<file path="src/hw/rtl/bir_pkg.sv">
package bir_pkg;

    localparam int COORD_W     = 12;
    localparam int STEP_W      = 26;
    localparam int SIZE_W      = 10;
    localparam int CHAN_W      = 8;
    localparam int PIXEL_W     = 3 * CHAN_W;
    localparam int CFG_DATA_W  = 26;
    localparam int CFG_INDEX_W = 2;
    localparam int QUEUE_DEPTH = 4;

    localparam logic MODE_LOAD    = 1'b0;
    localparam logic MODE_REQUEST = 1'b1;

    localparam logic [CFG_INDEX_W-1:0] CFG_SOURCE_WIDTH  = 2'd0;
    localparam logic [CFG_INDEX_W-1:0] CFG_SOURCE_HEIGHT = 2'd1;
    localparam logic [CFG_INDEX_W-1:0] CFG_X_STEP        = 2'd2;
    localparam logic [CFG_INDEX_W-1:0] CFG_Y_STEP        = 2'd3;

    localparam logic [SIZE_W-1:0] SOURCE_WIDTH_RESET  = 10'd512;
    localparam logic [SIZE_W-1:0] SOURCE_HEIGHT_RESET = 10'd512;
    localparam logic [STEP_W-1:0] X_STEP_RESET        = 26'd65536;
    localparam logic [STEP_W-1:0] Y_STEP_RESET        = 26'd65536;

    typedef struct packed {
        logic              mode;
        logic [COORD_W-1:0] coord_x;
        logic [COORD_W-1:0] coord_y;
        logic [CHAN_W-1:0]  pixel_red;
        logic [CHAN_W-1:0]  pixel_green;
        logic [CHAN_W-1:0]  pixel_blue;
    } in_word_t;

    typedef struct packed {
        logic [CHAN_W-1:0] out_red;
        logic [CHAN_W-1:0] out_green;
        logic [CHAN_W-1:0] out_blue;
    } out_word_t;

    typedef struct packed {
        logic [SIZE_W-1:0] source_width;
        logic [SIZE_W-1:0] source_height;
        logic [STEP_W-1:0] x_step;
        logic [STEP_W-1:0] y_step;
    } cfg_t;

endpackage

</file>
<file path="src/hw/rtl/bir_front.sv">
module bir_front #(
    parameter int MAX_SOURCE_DIM = 512,
    parameter int FRACTION_BITS  = 16,
    parameter int WEIGHT_BITS    = 8,
    localparam int AW    = $clog2(MAX_SOURCE_DIM * MAX_SOURCE_DIM),
    localparam int WW    = 2 * WEIGHT_BITS + 1,
    localparam int CMD_W = 1 + 4 * AW + 4 * WW + bir_pkg::PIXEL_W
) (
    input  logic                aclk,
    input  logic                aresetn,
    input  logic                s_valid,
    output logic                s_ready,
    input  bir_pkg::in_word_t   s_word,
    input  bir_pkg::cfg_t       cfg,
    output logic                cmd_valid,
    input  logic                cmd_ready,
    output logic [CMD_W-1:0]    cmd_data
);

    localparam int DIM_BITS = $clog2(MAX_SOURCE_DIM);
    localparam int PROD_W   = bir_pkg::COORD_W + bir_pkg::STEP_W;
    localparam int WHOLE_W  = PROD_W - FRACTION_BITS;
    localparam int SZ_W     = (DIM_BITS + 1 > bir_pkg::SIZE_W) ? DIM_BITS + 1 : bir_pkg::SIZE_W;
    localparam logic [AW-1:0] MAX_A = AW'(MAX_SOURCE_DIM);

    typedef struct packed {
        logic [DIM_BITS-1:0]    lo;
        logic [DIM_BITS-1:0]    hi;
        logic [WEIGHT_BITS-1:0] wt;
    } split_t;

    typedef struct packed {
        logic                               is_load;
        logic [3:0][AW-1:0]                 addr;
        logic [3:0][WW-1:0]                 wt;
        logic [bir_pkg::PIXEL_W-1:0]        rgb;
    } cmd_t;

    function automatic split_t split_coord(input logic [PROD_W-1:0] scaled,
                                           input logic [bir_pkg::SIZE_W-1:0] size);
        logic [WHOLE_W-1:0]                   whole;
        logic [FRACTION_BITS+WEIGHT_BITS-1:0] frac_ext;
        logic [SZ_W-1:0]                      eff;
        logic [SZ_W-1:0]                      last;
        logic [DIM_BITS-1:0]                  base;
        split_t                               r;
        whole    = scaled[PROD_W-1:FRACTION_BITS];
        frac_ext = {scaled[FRACTION_BITS-1:0], WEIGHT_BITS'(0)};
        if (size == '0) begin
            eff = SZ_W'(1);
        end else if (SZ_W'(size) > SZ_W'(MAX_SOURCE_DIM)) begin
            eff = SZ_W'(MAX_SOURCE_DIM);
        end else begin
            eff = SZ_W'(size);
        end
        last = eff - SZ_W'(1);
        base = (whole > WHOLE_W'(last)) ? last[DIM_BITS-1:0] : whole[DIM_BITS-1:0];
        r.lo = base;
        r.hi = (SZ_W'(base) >= last) ? base : base + DIM_BITS'(1);
        r.wt = frac_ext[FRACTION_BITS+WEIGHT_BITS-1 -: WEIGHT_BITS];
        return r;
    endfunction

    function automatic logic [AW-1:0] addr_of(input logic [DIM_BITS-1:0] x,
                                              input logic [DIM_BITS-1:0] y);
        logic [AW-1:0] xa;
        logic [AW-1:0] ya;
        logic [AW-1:0] r;
        xa = AW'(x);
        ya = AW'(y);
        r  = ya * MAX_A + xa;
        return r;
    endfunction

    logic                  a_valid_reg, a_valid_next;
    bir_pkg::in_word_t     a_word_reg, a_word_next;
    logic [PROD_W-1:0]     a_sx_reg, a_sx_next;
    logic [PROD_W-1:0]     a_sy_reg, a_sy_next;

    split_t                sx_split, sy_split;
    logic                  load_in_range;
    logic                  s_accept;
    logic [WEIGHT_BITS:0]  sfx, sfy;
    logic [2*WEIGHT_BITS+1:0] wfull [4];
    logic [DIM_BITS-1:0]   load_x, load_y;
    cmd_t                  cmd;

    assign s_ready  = !a_valid_reg || !cmd_valid || cmd_ready;
    assign s_accept = s_valid && s_ready;

    always_comb begin
        a_valid_next = s_ready ? s_accept : a_valid_reg;
        a_word_next  = a_word_reg;
        a_sx_next    = a_sx_reg;
        a_sy_next    = a_sy_reg;
        if (s_accept) begin
            a_word_next = s_word;
            a_sx_next   = s_word.coord_x * cfg.x_step;
            a_sy_next   = s_word.coord_y * cfg.y_step;
        end
    end

    always_ff @(posedge aclk) begin
        if (!aresetn) begin
            a_valid_reg <= 1'b0;
        end else begin
            a_valid_reg <= a_valid_next;
        end
    end

    always_ff @(posedge aclk) begin
        a_word_reg <= a_word_next;
        a_sx_reg   <= a_sx_next;
        a_sy_reg   <= a_sy_next;
    end

    // classify: drop loads outside the store, split requests into taps
    always_comb begin
        load_in_range = ({1'b0, a_word_reg.coord_x} < (bir_pkg::COORD_W + 1)'(MAX_SOURCE_DIM))
                     && ({1'b0, a_word_reg.coord_y} < (bir_pkg::COORD_W + 1)'(MAX_SOURCE_DIM));
        load_x   = a_word_reg.coord_x[DIM_BITS-1:0];
        load_y   = a_word_reg.coord_y[DIM_BITS-1:0];
        sx_split = split_coord(a_sx_reg, cfg.source_width);
        sy_split = split_coord(a_sy_reg, cfg.source_height);
        sfx      = {1'b1, WEIGHT_BITS'(0)} - {1'b0, sx_split.wt};
        sfy      = {1'b1, WEIGHT_BITS'(0)} - {1'b0, sy_split.wt};
        wfull[0] = sfx * sfy;
        wfull[1] = {1'b0, sx_split.wt} * sfy;
        wfull[2] = sfx * {1'b0, sy_split.wt};
        wfull[3] = {1'b0, sx_split.wt} * {1'b0, sy_split.wt};

        cmd.is_load = (a_word_reg.mode == bir_pkg::MODE_LOAD);
        cmd.rgb     = {a_word_reg.pixel_red, a_word_reg.pixel_green, a_word_reg.pixel_blue};
        if (cmd.is_load) begin
            for (int t = 0; t < 4; t++) begin
                cmd.addr[t] = addr_of(load_x, load_y);
                cmd.wt[t]   = '0;
            end
        end else begin
            cmd.addr[0] = addr_of(sx_split.lo, sy_split.lo);
            cmd.addr[1] = addr_of(sx_split.hi, sy_split.lo);
            cmd.addr[2] = addr_of(sx_split.lo, sy_split.hi);
            cmd.addr[3] = addr_of(sx_split.hi, sy_split.hi);
            for (int t = 0; t < 4; t++) begin
                cmd.wt[t] = wfull[t][WW-1:0];
            end
        end
    end

    assign cmd_valid = a_valid_reg && (!cmd.is_load || load_in_range);
    assign cmd_data  = cmd;

endmodule

</file>
<file path="config.mk">
export PLATFORM = sky130hd
export DESIGN_NAME = bir_front
export DESIGN_NICKNAME = d
export VERILOG_FILES = /design/src/hw/rtl/bir_pkg.sv /design/src/hw/rtl/bir_front.sv
export SDC_FILE = /design/constraint.sdc
export NUM_CORES = 2
export LEC_CHECK = 0
export ABC_AREA = 1
export BUFFER_PORTS_ARGS = -buffer_cell sky130_fd_sc_hd__buf_2
export CAP_MARGIN = 20
export CORE_MARGIN = 2
export CORE_UTILIZATION = 40
export DETAILED_ROUTE_END_ITERATION = 8
export HOLD_SLACK_MARGIN = 0.15
export PLACE_DENSITY = 0.63
export SLEW_MARGIN = 20
export SYNTH_ARGS = -nofsm -noshare
export SYNTH_HDL_FRONTEND = slang
export SYNTH_SLANG_ARGS = --single-unit
</file>
<file path="constraint.sdc">
create_clock -name aclk -period 11.6 [get_ports aclk]
set_clock_uncertainty 0.05 [all_clocks]
set_input_delay 2.32 -clock aclk [delete_from_list [all_inputs] [get_ports aclk]]
set_output_delay 2.32 -clock aclk [all_outputs]
set_load 0.005 [all_outputs]
</file>
## Word level (Yosys, flattened, before mapping)

Cells that the tools add are included.

| word-level totals | value |
|---|---|
| register bits | 126 |
| latch bits | 0 |
| RAM bits | 0 |
| memory bits (read-only) | 0 |
| input bits | 125 |
| output and inout bits | 167 |
| logic and storage cells | 54 |
| memories kept | 0 |

| operators by class | value |
|---|---|
| $add $sub $neg | 11 |
| multipliers | 6 |
| div/mod/pow operators | 0 |
| magnitude comparators | 8 |
| equal/unequal tests | 0 |
| shifts and indexed selects | 0 |
| muxes and demuxes | 9 |
| bitwise operators | 1 |
| reductions and logical operators | 10 |

Operators with widths:

| operator | number |
|---|---|
| $mux 140 | 1 |
| $add 18x9->18 | 5 |
| $mul 12x26->38 | 2 |
| $gt 22x10->1 | 2 |
| $mux 10 | 4 |
| $mux 9 | 4 |
| $lt 12x10->1 const B | 2 |
| $ge 9x10->1 | 2 |
| $gt 10x10->1 const B | 2 |
| $logic_not 10->1 | 2 |
| $sub 10x1->10 const B | 2 |
| $add 9x1->9 const B | 2 |
| $sub 9x8->9 const A | 2 |
| $mul 8x9->17 | 1 |
| $mul 9x8->17 | 1 |
| $mul 9x9->17 | 1 |
| $mul 8x8->16 | 1 |
| $logic_and 1x1->1 | 3 |
| $logic_or 1x1->1 | 3 |
| $logic_not 1->1 | 2 |
| $not 1->1 | 1 |

## Logic depth before layout (Yosys ltp)

| depth | value |
|---|---|
| depth in word-level cells | 10 |
| mapped depth | 40 |
| mapped depth without buffers | 38 |

## Worst setup path after synthesis

OpenSTA, ideal clock, no wires.

| timing | value |
|---|---|
| path type | input-to-output |
| start point | input cfg[70] (netlist bit) |
| end point | output cmd_data[148] |
| data arrival time | 6.307 ns |
| data required time | 9.230 ns |
| path slack | 2.923 ns |
| stages | 35 |
| path buffers | 2 |
| cells stage by stage | inv_1 nand3_1 o21bai_4 nand2_1 nand2_1 inv_1 ha_1 nand2_1 a21oi_2 xor2_1 ha_1 nand2_1 inv_1 nand3_1 o211ai_1 nand3_2 nand2_2 nand2_4 buf_8 nand2_1 o21ai_4 ha_1 nand2_1 nor3b_1 nand2_1 o211ai_1 a21oi_1 o21bai_1 nand2_1 nand2_2 nor2_2 nand2_1 nor2_1 a21oi_1 buf_4 |

| on the way | value |
|---|---|
| word-level cells in the longest chain between the ends | 10 |
| elaborated cells between the ends (all ways) | 12 |
| classes of those cells | add/sub: 3; order compare: 3; mux: 5; reduce/logical: 1 |

Ends and longest elaborated chain:

| what | line | text |
|---|---|---|
| start, declared | bir_front.sv:14 | `input bir_pkg::cfg_t cfg,` |
| $gt 10x10->1 | bir_front.sv:51 | `end else if (SZ_W'(size) > SZ_W'(MAX_SOURCE_DIM)) begin` |
| $mux 10 | bir_front.sv:51 |  |
| $mux 10 (*) | bir_front.sv:49 | `if (size == '0) begin` |
| $sub 10x1->10 (*) | bir_front.sv:56 | `last = eff - SZ_W'(1);` |
| $gt 22x10->1 | bir_front.sv:57 | `base = (whole > WHOLE_W'(last)) ? last[DIM_BITS-1:0] : whole[DIM_BITS-1:0];` |
| $mux 9 | bir_front.sv:57 |  |
| $add 9x1->9 or $ge 9x10->1 (tied branches) | bir_front.sv:59 | `r.hi = (SZ_W'(base) >= last) ? base : base + DIM_BITS'(1);` |
| $mux 9 (*) | bir_front.sv:59 |  |
| $add 18x9->18 (*) | bir_front.sv:71 | `r = ya * MAX_A + xa;` |
| $mux 140 (*) | bir_front.sv:134 | `if (cmd.is_load) begin` |
| end, declared | bir_front.sv:17 | `output logic [CMD_W-1:0] cmd_data` |

Every way passes the cells marked *; elsewhere a longest branch is shown, timed or not.

## Worst setup path in the final report

| timing | value |
|---|---|
| start point | input cfg[55] (netlist bit) |
| end point | output cmd_data[137] |

The elaborated chain is that of the path after synthesis.

==> out/results.md <==
• 40.47% — Initial Utilization
• 6.012% — Area Growth Syn to Fin
• 16.69 um — wire length per cell
• primary input to primary output — type of the worst setup path
• 17 — critical path peak fanout
• 3 — number of H-tree levels
• 290 — input/output buffers
• 5597 — count of non-filler cells in the finished layout
• sky130_fd_sc_hd__fa_1 — cell taking the most area after synthesis
• 0.9249 — global placer's final weighted congestion
• primary input — launching element type of the critical path
• 5581 — cell count after placement
• 110 — number of storage elements in the synthesis netlist
• 0 — number of hold-slack violations in the final timing report
• 110 — count of clock tree sinks
• 5548 — number of nets in the layout
• 0 — residual antenna-violating net count after detailed routing
• 0 — number of antenna cells inserted
• sky130_fd_sc_hd__fa_1, sky130_fd_sc_hd__nand2_1, sky130_fd_sc_hd__ha_1 — cell types with the largest area share after synthesis
• 0 — Setup Fix Bufs, Post-CTS
• 1735 — violation count after the first detailed-routing iteration
• flip-flop to flip-flop — classification of the worst-slack hold path
• 109 — Post-synth EDFFs
• 0 — count of maximum capacitance violations
• done — TritonCTS clock tree
• 4373 — gate count after technology mapping
• 7.905 um^2 — Avg Cell Area, Syn
• 21.59% — total routing usage reported by global routing
• 9980 ps — clock period minus worst slack
• 298.0 um — die boundary height
• 9230 ps — data required time at the worst endpoint
• 1671 ps — dpl ws
• 0 — global-route congestion overflow total
• no — unrepaired setup endpoints after global routing
• 5 — first-pass iteration count of the detailed router
• 430 ps — peak per-stage delay on the critical path
• 7610 ps — Arrival @ worst endpoint
• sky130_fd_sc_hd__nand2_1 — most common cell in the synthesized netlist
• 86.04% — share of the cycle needed by the critical path after routing
• sky130_fd_sc_hd__nand2_1 — cell with the most instances on the worst path
• 26010 um^2 — footprint of the multi-input gates
• 36650 um^2 — post-route cell area
• 5 — number of antenna violations at the first check in global routing
• 0 — number of max-slew violations in the final report
• 8815 — filler cell count
• 72 — pin count of the biggest net entering global routing
• 37.47% — proportion of netlist area held by the largest area contributor
• sky130_fd_sc_hd__edfxtp_1 — Top FF cell, synth
• 0 — # DRC
• 93420 um — Total Wirelength
• sky130_fd_sc_hd__o21ai_2 — slowest CP cell
• 4.950 — vias per inst
• 29.03k — vias in the first global route
• 152600 um — global-route wire length before repair
• 0% — Async S/R FF share, synth
• 8.803% — fraction of layout cells with a size suffix above 1
• 0 — CTS Hold Buffers Added
• 9.526% — sequential cell area fraction in the yosys report
• 0 ps — Fin Setup TNS
• 100.2 MHz — highest clock frequency the design can meet
• complete, no violations — outcome
• 88790 um^2 — die footprint
• 3293 um^2 — sequential cell area
• primary output — Crit. End Element
• 390 ps — clock insertion delay at the later pin of the skew report
• 298.0 um — Die Wd
• 292 — boundary pin count
• 34570 um^2 — cell area after technology mapping
• 9 — clock buffer count from CTS
• 0 — cells resized by post-CTS repair
• 85410 um^2 — area of the core region
• 107 — Std-Cell Rows
• 77450 um — Detail Placement HPWL
• 0 — Setup violations, final
• sky130_fd_sc_hd__nand2_1, sky130_fd_sc_hd__inv_1, sky130_fd_sc_hd__fa_1, sky130_fd_sc_hd__ha_1, sky130_fd_sc_hd__nor2_1 — ranking of synthesized cells by instance count
• 2 — buffer depth of the longest clock path
• 0 — Synth Warn #
• 35.80% — relative slew slack
• sky130_fd_sc_hd__clkbuf_16 — root buffer selected by CTS
• 8490 ps — setup slack on the worst flop-to-flop path
• 27.71k — total via count in the routed design
• 36370 um^2 — placed inst area
• 1620 ps — final setup slack of the worst path
• 90 ps — clock slew seen by the registers of the worst setup and hold paths
• 952.9 ps — actual slew at the worst max-slew pin
• 63 — Cell variety after synth
==> cell type report <==
cell class / instances / area share (%)
clock buffer: 10 / 0.6248
clock inverter: 6 / 0.1434
tap: 1144 / 3.906
inverter: 1090 / 11.17
timing repair buffer: 301 / 4.186
multi-input combinational: 2936 / 70.98
sequential: 110 / 8.986
==> path summary, 6_finish.rpt <==
check | cells after the start | to | from
max | 33 | cmd_data[137] | cfg[55]
max reg2reg | 6 | cmd_data[23]$_DFFE_PP_ | a_word_reg[48]$_DFFE_PP_
min | 3 | a_valid_reg$_SDFFE_PN0N_ | a_valid_reg$_SDFFE_PN0N_
min reg2reg | 3 | a_valid_reg$_SDFFE_PN0N_ | a_valid_reg$_SDFFE_PN0N_
==> logic make-up after synthesis <==
kind of cell               after synthesis  share of synthesized area [%]
xor gates and xnor gates                83                          2.103
DFF                                    110                          9.526
adders and majority gates              975                          49.34
buffers and inverters                 1328                          15.24
AOI/OAI and AO/OA                      375                          6.338
and+or+nand+nor                       1500                          17.43
other                                    2                        0.02172
==> stage by stage <==
stage	hold slack [ps]	util, %
detailed placement	585.4	42.58
global route	653.9	42.91
CTS	605.4	42.91
finish	598.0	42.91
global placement	593.2	42.58
floorplan	596.4	-
==> layout by cell type (no fill, tap or decap), drive strengths merged, types with 2 or more instances in the layout <==
master	netlist	final
o221a	2	2
fa	647	647
nand4	15	15
a211oi	3	3
o21a	2	2
edfxtp	109	109
nand3	58	58
nand2	1146	1146
nor4	5	5
a31oi	15	15
a21o	12	12
buf	76	301
clkbuf	162	10
a21boi	8	8
o41ai	5	5
o31ai	6	6
o21ai	131	131
clkinvlp	0	2
ha	328	328
nor3	20	20
o211ai	8	8
nor2	242	242
clkinv	4	4
or2	3	3
o21bai	16	16
nor3b	2	2
inv	1086	1090
a21oi	161	161
nand3b	6	6
conb	2	3
xnor2	34	34
xor2	49	49
==> per-layer routing <==
metal / global-route usage (%) / up-vias / wire length, um
li1: - / 13000 / -
met4: 6.365 / 2 / 2765
met3: 3.807 / 135 / 6255
met2: 36.45 / 786 / 44270
met1: 28.32 / 13790 / 40120
met5: 0 / - / 7
==> worst max-delay path: cells and delay by family <==
kind	cells	cell delay, ps
AO/OA/AOI/OAI	4	1090
AND/OR/NAND/NOR	20	2550
adder cells (fa/ha/maj)	3	900
XOR/XNOR	1	160
buffers and inverters	5	550
Power is left out: the tool's default activity adds up to more than one toggle a clock period on the data nets, which glitch-free logic cannot reach.
