[src/hw/rtl/bir_pkg.sv]
package bir_pkg;

    localparam int COORD_W     = 12;
    localparam int STEP_W      = 26;
    localparam int SIZE_W      = 10;
    localparam int CHAN_W      = 8;
    localparam int PIXEL_W     = 3 * CHAN_W;
    localparam int CFG_DATA_W  = 26;
    localparam int CFG_INDEX_W = 2;
    localparam int QUEUE_DEPTH = 4;

    localparam logic MODE_LOAD    = 1'b0;
    localparam logic MODE_REQUEST = 1'b1;

    localparam logic [CFG_INDEX_W-1:0] CFG_SOURCE_WIDTH  = 2'd0;
    localparam logic [CFG_INDEX_W-1:0] CFG_SOURCE_HEIGHT = 2'd1;
    localparam logic [CFG_INDEX_W-1:0] CFG_X_STEP        = 2'd2;
    localparam logic [CFG_INDEX_W-1:0] CFG_Y_STEP        = 2'd3;

    localparam logic [SIZE_W-1:0] SOURCE_WIDTH_RESET  = 10'd512;
    localparam logic [SIZE_W-1:0] SOURCE_HEIGHT_RESET = 10'd512;
    localparam logic [STEP_W-1:0] X_STEP_RESET        = 26'd65536;
    localparam logic [STEP_W-1:0] Y_STEP_RESET        = 26'd65536;

    typedef struct packed {
        logic              mode;
        logic [COORD_W-1:0] coord_x;
        logic [COORD_W-1:0] coord_y;
        logic [CHAN_W-1:0]  pixel_red;
        logic [CHAN_W-1:0]  pixel_green;
        logic [CHAN_W-1:0]  pixel_blue;
    } in_word_t;

    typedef struct packed {
        logic [CHAN_W-1:0] out_red;
        logic [CHAN_W-1:0] out_green;
        logic [CHAN_W-1:0] out_blue;
    } out_word_t;

    typedef struct packed {
        logic [SIZE_W-1:0] source_width;
        logic [SIZE_W-1:0] source_height;
        logic [STEP_W-1:0] x_step;
        logic [STEP_W-1:0] y_step;
    } cfg_t;

endpackage

[src/hw/rtl/bir_queue.sv]
module bir_queue #(
    parameter int DATA_W = 8
) (
    input  logic              aclk,
    input  logic              aresetn,
    input  logic              push_valid,
    output logic              push_ready,
    input  logic [DATA_W-1:0] push_data,
    output logic              pop_valid,
    input  logic              pop_ready,
    output logic [DATA_W-1:0] pop_data
);

    localparam int PTR_W = $clog2(bir_pkg::QUEUE_DEPTH);
    localparam int CNT_W = $clog2(bir_pkg::QUEUE_DEPTH + 1);

    logic [DATA_W-1:0] slot_reg [bir_pkg::QUEUE_DEPTH];
    logic [PTR_W-1:0]  wr_ptr_reg, wr_ptr_next;
    logic [PTR_W-1:0]  rd_ptr_reg, rd_ptr_next;
    logic [CNT_W-1:0]  count_reg, count_next;
    logic              push, pop;

    assign push_ready = (count_reg != CNT_W'(bir_pkg::QUEUE_DEPTH));
    assign pop_valid  = (count_reg != '0);
    assign pop_data   = slot_reg[rd_ptr_reg];
    assign push       = push_valid && push_ready;
    assign pop        = pop_valid && pop_ready;

    always_comb begin
        wr_ptr_next = push ? wr_ptr_reg + PTR_W'(1) : wr_ptr_reg;
        rd_ptr_next = pop ? rd_ptr_reg + PTR_W'(1) : rd_ptr_reg;
        count_next  = count_reg;
        if (push && !pop) begin
            count_next = count_reg + CNT_W'(1);
        end else if (pop && !push) begin
            count_next = count_reg - CNT_W'(1);
        end
    end

    always_ff @(posedge aclk) begin
        if (!aresetn) begin
            wr_ptr_reg <= '0;
            rd_ptr_reg <= '0;
            count_reg  <= '0;
        end else begin
            wr_ptr_reg <= wr_ptr_next;
            rd_ptr_reg <= rd_ptr_next;
            count_reg  <= count_next;
        end
    end

    always_ff @(posedge aclk) begin
        if (push) begin
            slot_reg[wr_ptr_reg] <= push_data;
        end
    end

endmodule

[config.mk]
export PLATFORM = sky130hd
export DESIGN_NAME = bir_queue
export DESIGN_NICKNAME = d
export VERILOG_FILES = /design/src/hw/rtl/bir_pkg.sv /design/src/hw/rtl/bir_queue.sv
export SDC_FILE = /design/constraint.sdc
export NUM_CORES = 1
export LEC_CHECK = 0
export ABC_CLOCK_PERIOD_IN_PS = 1900
export BUFFER_PORTS_ARGS = -buffer_cell sky130_fd_sc_hd__clkbuf_2
export CORE_UTILIZATION = 50
export DETAILED_ROUTE_END_ITERATION = 7
export GPL_TIMING_DRIVEN = 0
export HOLD_SLACK_MARGIN = 0.15
export PLACE_DENSITY_LB_ADDON = 0.05
export SYNTH_ARGS = -nofsm -noshare
export SYNTH_HDL_FRONTEND = slang
export SYNTH_SLANG_ARGS = --single-unit
[constraint.sdc]
create_clock -name aclk -period 1.9 [get_ports aclk]
set_input_delay 0.095 -clock aclk [delete_from_list [all_inputs] [get_ports aclk]]
set_output_delay 0.095 -clock aclk [all_outputs]
set_load 0.005 [all_outputs]
# Word-level counts from Yosys, hierarchy flattened
# Memory sizes are Yosys's and may differ from the RTL's. A register that Yosys moved wholly into a read port is not among the register bits.
# Index checks and enable logic that the tools add are counted.
op_classes:
  add_sub_neg: 4
  n_eq_ne: 1
  mux: 6
  n_reduce_logical: 8
op_table:
  columns: ["operator", "count"]
  rows:
  - ["3-bit two-way mux", 2]
  - ["2-bit by 1-bit adder with 2-bit output (second input constant)", 2]
  - ["1-bit logical AND", 4]
  - ["2-bit two-way mux", 2]
  - ["3-bit by 1-bit adder with 3-bit output (second input constant)", 1]
  - ["3-bit != test (second input constant)", 1]
  - ["3-bit nonzero test", 1]
  - ["3-bit by 1-bit subtractor with 3-bit output (second input constant)", 1]
  - ["1-bit logical NOT", 2]
  - ["1-bit two-way mux", 2]
  - ["2-bit nonzero test", 1]
totals:
  reg_bits: 7
  ramBits: 32
  input_bits: 12
  output_inout_bits: 10
  elab_cells: 23
  memories: 1
memory_table:
  columns: ["name", "depth", "word_bits", "read_ports", "rd_clocked_by_memory_dff", "wr", "line", "rtl"]
  rows:
  - ["slot_reg", 4, 8, 1, 1, 1, "bir_queue.sv:17", "logic [DATA_W-1:0] slot_reg [bir_pkg::QUEUE_DEPTH];"]

# Longest topological paths before layout
# Gate-level depths: netlist of the first run.
depth:
  depth_word: 6
  ltp_mapped: 8

# Worst setup path after synthesis of the first run
# OpenSTA, ideal clock, no wires.
synth_path:
  path_kind: "reg2reg"
  start: "register count_reg[0]"
  end: "register count_reg[2]"
  arrival_ns: 1.980
  required_ns: 1.824
  slack_ns: -0.155
  path_stages_with_launch: 9
  n_path_buf: 0
  synth_period_minus_slack_ns: 2.055
  path_cell_list: "dfxtp_1 -> nor2_2 -> a21boi_4 -> ha_1 -> inv_1 -> fa_1 -> xor2_1 -> or3_1 -> a21boi_0"
synth_via:
  elab_chain_cells: 5
synth_lines:
  columns: ["element", "line", "rtl"]
  rows:
  - ["start: declaration", "bir_queue.sv:20", "logic [CNT_W-1:0] count_reg, count_next;"]
  - ["start signal: assignment", "bir_queue.sv:48", "count_reg <= count_next;"]
  - ["3-bit != test *", "bir_queue.sv:23", "assign push_ready = (count_reg != CNT_W'(bir_pkg::QUEUE_DEPTH));"]
  - ["1-bit logical AND *", "bir_queue.sv:26", "assign push = push_valid && push_ready;"]
  - ["net push", "bir_queue.sv:21", "logic push, pop;"]
  - ["1-bit logical NOT", "bir_queue.sv:35", "end else if (pop && !push) begin"]
  - ["1-bit logical AND", "bir_queue.sv:35", null]
  - ["2-bit nonzero test (no line)", null, null]
# The timed path passes the listed nets; every way through them passes the cells marked *. The select of a mux whose other input is x is not followed.
# A chain may end at the register's enable or synchronous reset.

# Worst setup path after layout of the first run
layout_path:
  start: "register count_reg[2]"
  end: "register count_reg[2]"
layout_via:
  elab_chain_cells: 5
layout_lines:
  columns: ["element"]
  rows:
  - ["parallel branches: the longest is 5 deep, another holds 3-bit by 1-bit subtractor with 3-bit output"]
# Several ways; the timed one is not identified. The select of a mux whose other input is x is not followed.

==> flow_metrics.py, run 1 <==
metrics = {
    "final_layout": {
        "antenna_cells": 0,
        "register_area_um2": 1150,
        "final_cell_area_um2": 2040,
        "fin_util_pct": 65.6,
        "drive_gt1_share_pct": 40.6,
        "final_common_cell": "edfxtp_1",
        "nets": 150,
        "largest_reg_flops": 32,
        "multi_input_area_um2": 497,
        "fin_cells": 177,
        "final_cell_mix": "edfxtp_1, clkbuf_2, mux4_2, and2_1, dlygate4sd3_1",
        "area_delta_synth_final_pct": 23.0,
        "fill_cells": 240,
    },
    "place": {
        "placed_area_um2": 1820,
        "gp_congestion": 0.733,
        "place_hpwl_mm": 1.75,
        "dp_cells": 154,
        "port_buffers": 20,
    },
    "power": {
        "switchingPower_mw": 0.678,
        "p_leak_nw": 0.749,
        "clock_power_share_pct": 21.6,
        "pwr-share-seq_pct": 47.8,
        "p_per_area_nw_per_um2": 1220,
        "p_sw_share_pct": 27.3,
        "vdd_drop_max_v": 0.000781,
        "p_int_mw": 1.81,
        "pwr-share-comb_pct": 30.6,
    },
    "worst_setup_path": {
        "ff2ff_setup_slack_ns": 0.03,
        "r2r_start": "count_reg[2]",
        "cp.required_ns": 2.17,
        "arrival_ns": 2.14,
        "cp-start-kind": "flip-flop",
        "critPathCaptureType": "flip-flop",
        "reg2reg_to": "count_reg[2]",
        "critical_path_peak_fanout": 2,
        "crit_type": "reg -> reg",
        "rr_worst_depth": 7,
    },
    "worst_hold_path": {
        "holdCritStartpoint": "aresetn",
        "min_to": "wr_ptr_reg[0]",
        "worstHoldPathType": "in -> reg",
        "min_path_cells": 3,
    },
    "timing": {
        "rsz0062_at_grt": "true",
        "slew_headroom_pct": 65.2,
        "fin_worst_skew_ns": 0.00904,
        "clock.fmax_mhz": 534,
        "finalHoldViolations": 0,
        "timing_worst_slew_pin_value_ns": 0.522,
        "setup_violations": 0,
        "fin_crit_ns": 1.87,
        "slew_violations": 0,
        "finalCritPeriodShare_pct": 98.6,
    },
    "clocking": {
        "clkSinkCount": 41,
        "h-tree-depth": 2,
        "insertion_delay_ns": 0.34,
        "clk_transition_reported_paths_ns": 0.11,
        "cts_buffer_depth": 2,
        "numCtsBuffers": 5,
        "cts_root_buffer": "clkbuf_4",
        "cts_tree": "yes",
    },
    "yosys": {
        "syn_area_per_cell_um2": 18.4,
        "netlist_area_um2": 1660,
        "synth_cells": 90,
        "synth-seq-cells": 41,
        "synth.yosys.warnings": 0,
        "ys_seq_area_share_pct": 68.9,
        "syn_nets": 108,
        "synth_cell_types": 22,
    },
    "grt": {
        "grt_start_max_net_pins": 14,
        "overflow": 0,
        "grt_pass1_wl_mm": 4.26,
        "antenna_found_initial": 0,
        "grt_usage_pct": 17.9,
        "grt_pass1_vias": 863,
    },
    "drt": {
        "drt-initial-drc-count": 23,
        "vias": 872,
        "totalWireLength_mm": 2.68,
        "route.detailed.drc": 0,
        "drt-pass1-iter-count": 4,
        "wl_per_cell_um": 15.1,
        "via_per_inst": 4.93,
        "ant_nets": 0,
    },
    "outcome": {
        "run_status": "finished clean",
    },
    "die": {
        "die_h_um": 59.6,
        "core_um2": 3100,
        "std_cell_rows": 20,
        "dieWidth_um": 59.6,
        "start_util_pct": 53.4,
        "boundaryPins": 22,
        "die_area_um2": 3550,
    },
    "flow_run": {
        "maxCapViolCount": 0,
    },
}
==> power by group through the flow <==
stage / Clock (mW) / Combinational, mW / Sequential (mW)
2_1_floorplan: 0 / 0.469 / 1.21
3_3_place_gp: 0 / 0.637 / 1.22
3_5_place_dp: 0 / 0.665 / 1.23
4_1_cts: 0.552 / 0.759 / 1.19
5_1_grt: 0.588 / 0.852 / 1.20
6_report: 0.538 / 0.761 / 1.19
==> cell type report <==
cell class | count | area share, %
clock inverter | 2 | 1.72
sequential | 41 | 56.6
clock buffer | 6 | 2.03
tap | 44 | 2.70
buffer | 3 | 0.614
multi-input combinational | 43 | 24.4
timing repair buffer | 35 | 11.4
inverter | 3 | 0.553
==> metrics by stage <==
| stage | total power, mW | TNS (ns) | hold WS, ns | setup slack [ns] |
|---|---|---|---|---|
| floorplan | 1.67 | 0 | 0.194 | 0.00140 |
| global placement | 1.86 | -0.0843 | 0.309 | -0.0843 |
| detailed placement | 1.90 | -0.169 | 0.320 | -0.169 |
| CTS | 2.50 | 0 | 0.156 | 0.00894 |
| global route | 2.65 | -0.0719 | 0.169 | -0.0719 |
| finish | 2.49 | 0 | 0.155 | 0.0261 |
==> worst max-delay path by stage <==
stage | from | endpoint | slack (ns) | cells after the start
floorplan | count_reg[0] | count_reg[2] | 0.001 | 8
global placement | count_reg[0] | count_reg[2] | -0.08 | 8
detailed placement | count_reg[2] | count_reg[2] | -0.17 | 7
CTS | count_reg[2] | count_reg[2] | 0.009 | 7
global route | count_reg[0] | count_reg[2] | -0.07 | 7
finish | count_reg[2] | count_reg[2] | 0.03 | 7
==> metal layers <==
metal / up-vias / routed length (µm) / global-route usage (%)
met5: - / 0 / 0
met4: 0 / 33 / 5.98
met3: 5 / 97 / 6.11
met2: 18 / 1380 / 30.2
met1: 427 / 1170 / 21.6
li1: 422 / - / -
==> timing repair <==
action,4_1_cts,5_1_grt
pin swaps,4,0
setup buffers,6,1
resized for setup,4,1
hold buffers,8,0
hold endpoints to repair,32,0
setup endpoints to repair,1,1
==> critical path, stage by stage, from the launching register on <==
cell,delay (ns)
dfxtp_4,0.37
o31ai_4,0.28
ha_2,0.23
inv_2,0.04
fa_2,0.32
xor2_1,0.15
or3_1,0.31
a21boi_1,0.12
==> synth_stat cells, drive strengths merged <==
library cell / instances / area, µm²
nor2: 1 / 6.26
inv: 3 / 11.3
xor2: 1 / 8.76
ha: 5 / 62.6
nor2b: 1 / 6.26
nand2: 5 / 18.8
buf: 1 / 5.00
or3: 2 / 13.8
and2: 8 / 50.1
mux2i: 3 / 30.0
dfxtp: 9 / 180
edfxtp: 32 / 961
a21boi: 2 / 26.3
clkbuf: 2 / 7.51
o311ai: 1 / 16.3
fa: 1 / 20.0
o31ai: 1 / 21.3
mux4: 8 / 180
xnor2: 3 / 26.3
o21ai: 1 / 5.00
==> cell families (layout without fill, tap and decap cells) <==
logic type	Yosys count	count (layout)	synth area share, %
AND/OR/NAND/NOR	17	17	5.74
multiplexers	11	11	12.7
XOR/XNOR	4	4	2.12
AO/OA/AOI/OAI	5	5	4.15
buffers and inverters	6	49	1.43
flip-flops	41	41	68.9
adder cells (fa/ha/maj)	6	6	4.98
Power figures use the tool's default switching activity.
==> inputs of run 2 (changes only) <==
- MAX_ROUTING_LAYER: default -> met4
==> run 2 against run 1 <==
  * Non-clock buffer count unchanged
  * Combinational power about the same
  * Register-to-register slack hardly changed
  * Cell count stayed put
  * Hold slack barely moved
  * Via count shrank 0.34%
  * Critical path type unchanged
  * Critical endpoint unchanged
  * Largest cell class unchanged
  * Highest routed layer unchanged
==> flow_metrics.py, run 2 (synthesis results as in run 1) <==
metrics = {
    "clocking": {
        "clkSinkCount": 41,
        "insertion_delay_ns": 0.34,
        "clk_transition_reported_paths_ns": 0.11,
        "h-tree-depth": 2,
        "cts_buffer_depth": 2,
        "cts_tree": "yes",
        "numCtsBuffers": 5,
        "cts_root_buffer": "clkbuf_4",
    },
    "final_layout": {
        "largest_reg_flops": 32,
        "antenna_cells": 0,
        "nets": 150,
        "fill_cells": 240,
        "area_delta_synth_final_pct": 23.0,
        "fin_util_pct": 65.6,
        "final_common_cell": "edfxtp_1",
        "drive_gt1_share_pct": 40.6,
        "register_area_um2": 1150,
        "final_cell_mix": "edfxtp_1, clkbuf_2, mux4_2, and2_1, dlygate4sd3_1",
        "multi_input_area_um2": 497,
    },
    "worst_setup_path": {
        "startpoint": "count_reg[2]",
        "arrival_ns": 2.14,
        "critPathCaptureType": "flip-flop",
        "cp-start-kind": "flip-flop",
        "crit_type": "reg -> reg",
        "r2r_start": "count_reg[2]",
        "critical_path_peak_fanout": 2,
        "cp.required_ns": 2.16,
    },
    "timing": {
        "hold_ws_ns": 0.155,
        "timing_worst_slew_pin_value_ns": 0.517,
        "slew_violations": 0,
        "fin_worst_skew_ns": 0.00968,
        "finalHoldViolations": 0,
        "setup_violations": 0,
        "slew_headroom_pct": 65.5,
        "finalCritPeriodShare_pct": 98.6,
        "fin_crit_ns": 1.87,
        "rsz0062_at_grt": "true",
        "clock.fmax_mhz": 534,
    },
    "drt": {
        "drt-initial-drc-count": 20,
        "via_per_inst": 4.91,
        "wl_per_cell_um": 15.1,
        "vias": 869,
        "drt-pass1-iter-count": 4,
        "route.detailed.drc": 0,
        "ant_nets": 0,
        "totalWireLength_mm": 2.66,
    },
    "worst_hold_path": {
        "holdCritStartpoint": "aresetn",
        "worstHoldPathType": "in -> reg",
    },
    "die": {
        "core_um2": 3100,
        "start_util_pct": 53.4,
        "dieWidth_um": 59.6,
        "boundaryPins": 22,
        "std_cell_rows": 20,
        "die_area_um2": 3550,
        "die_h_um": 59.6,
    },
    "outcome": {
        "run_status": "finished clean",
    },
    "grt": {
        "overflow": 0,
        "grt_pass1_wl_mm": 4.25,
        "grt_usage_pct": 18.6,
        "grt_pass1_vias": 871,
        "antenna_found_initial": 0,
        "grt_start_max_net_pins": 14,
    },
    "flow_run": {
        "maxCapViolCount": 0,
    },
    "power": {
        "vdd_drop_max_v": 0.000788,
        "p_per_area_nw_per_um2": 1220,
        "p_leak_nw": 0.749,
    },
    "place": {
        "place_hpwl_mm": 1.75,
        "port_buffers": 20,
        "gp_congestion": 0.742,
    },
}
## run 2: cell counts in the layout (fill, tap and decap cells not counted)
Identical to the previous run, type by type.
## run 2: layer usage
metal / up-vias / routed length [µm] / share of wire, % / global-route usage (%)
met3: 2 / 94 / 3.5 / 6.77
met4: 0 / 14 / 0.53 / 5.98
met2: 17 / 1380 / 52 / 30.2
met1: 429 / 1170 / 44 / 21.4
met5: - / 0 / 0 / -
li1: 421 / - / - / -
## run 2: what timing repair did
action / CTS / global route
hold buffers: 8 / 0
endpoints found under the setup margin: 1 / 1
pin swaps: 4 / 0
setup buffers: 6 / 1
hold endpoints to repair: 32 / 0
resized for setup: 4 / 1
## run 2: cell type report
cell class              count  share of cell area (%)
clock buffers               6                    2.03
multi-input cells          43                    24.4
flip-flops and latches     41                    56.6
plain buffers               3                   0.614
repair buffers             35                    11.4
well taps                  44                    2.70
inverters                   3                   0.553
clock inverters             2                    1.72
## run 2: stage by stage
stage / setup WS [ns] / setup TNS, ns / cell area [µm²] / instances / power (mW)
finish: 0.0262 / 0 / 2040 / 177 / 2.49
global route: -0.0698 / -0.0698 / 2040 / 177 / 2.65
CTS: 0.00894 / 0 / 2030 / 176 / 2.50
detailed placement: -0.169 / -0.169 / 1820 / 154 / 1.90
global placement: -0.0843 / -0.0843 / 1820 / 154 / 1.86
floorplan: 0.00140 / 0 / 1670 / 90 / 1.67
## run 2: path summary, 6_finish.rpt
kind / end / slack (ns) / depth (start not counted)
max: count_reg[2] / 0.03 / 7
min reg2reg: wr_ptr_reg[0] / 0.52 / 2
max reg2reg: count_reg[2] / 0.03 / 7
min: wr_ptr_reg[0] / 0.15 / 3
## run 2: critical path: stages (launching register included)
cell and delay, ns:
dfxtp_4 0.37, o31ai_4 0.28, ha_2 0.23, inv_2 0.04, fa_2 0.32, xor2_1 0.15, or3_1 0.31, a21boi_1 0.12
## run 2: report_power, final
| part | switching (mW) | internal [mW] | leakage [nW] |
|---|---|---|---|
| Sequential | 0.0742 | 1.11 | 0.369 |
| Clock | 0.264 | 0.276 | 0.0422 |
| Combinational | 0.339 | 0.419 | 0.337 |
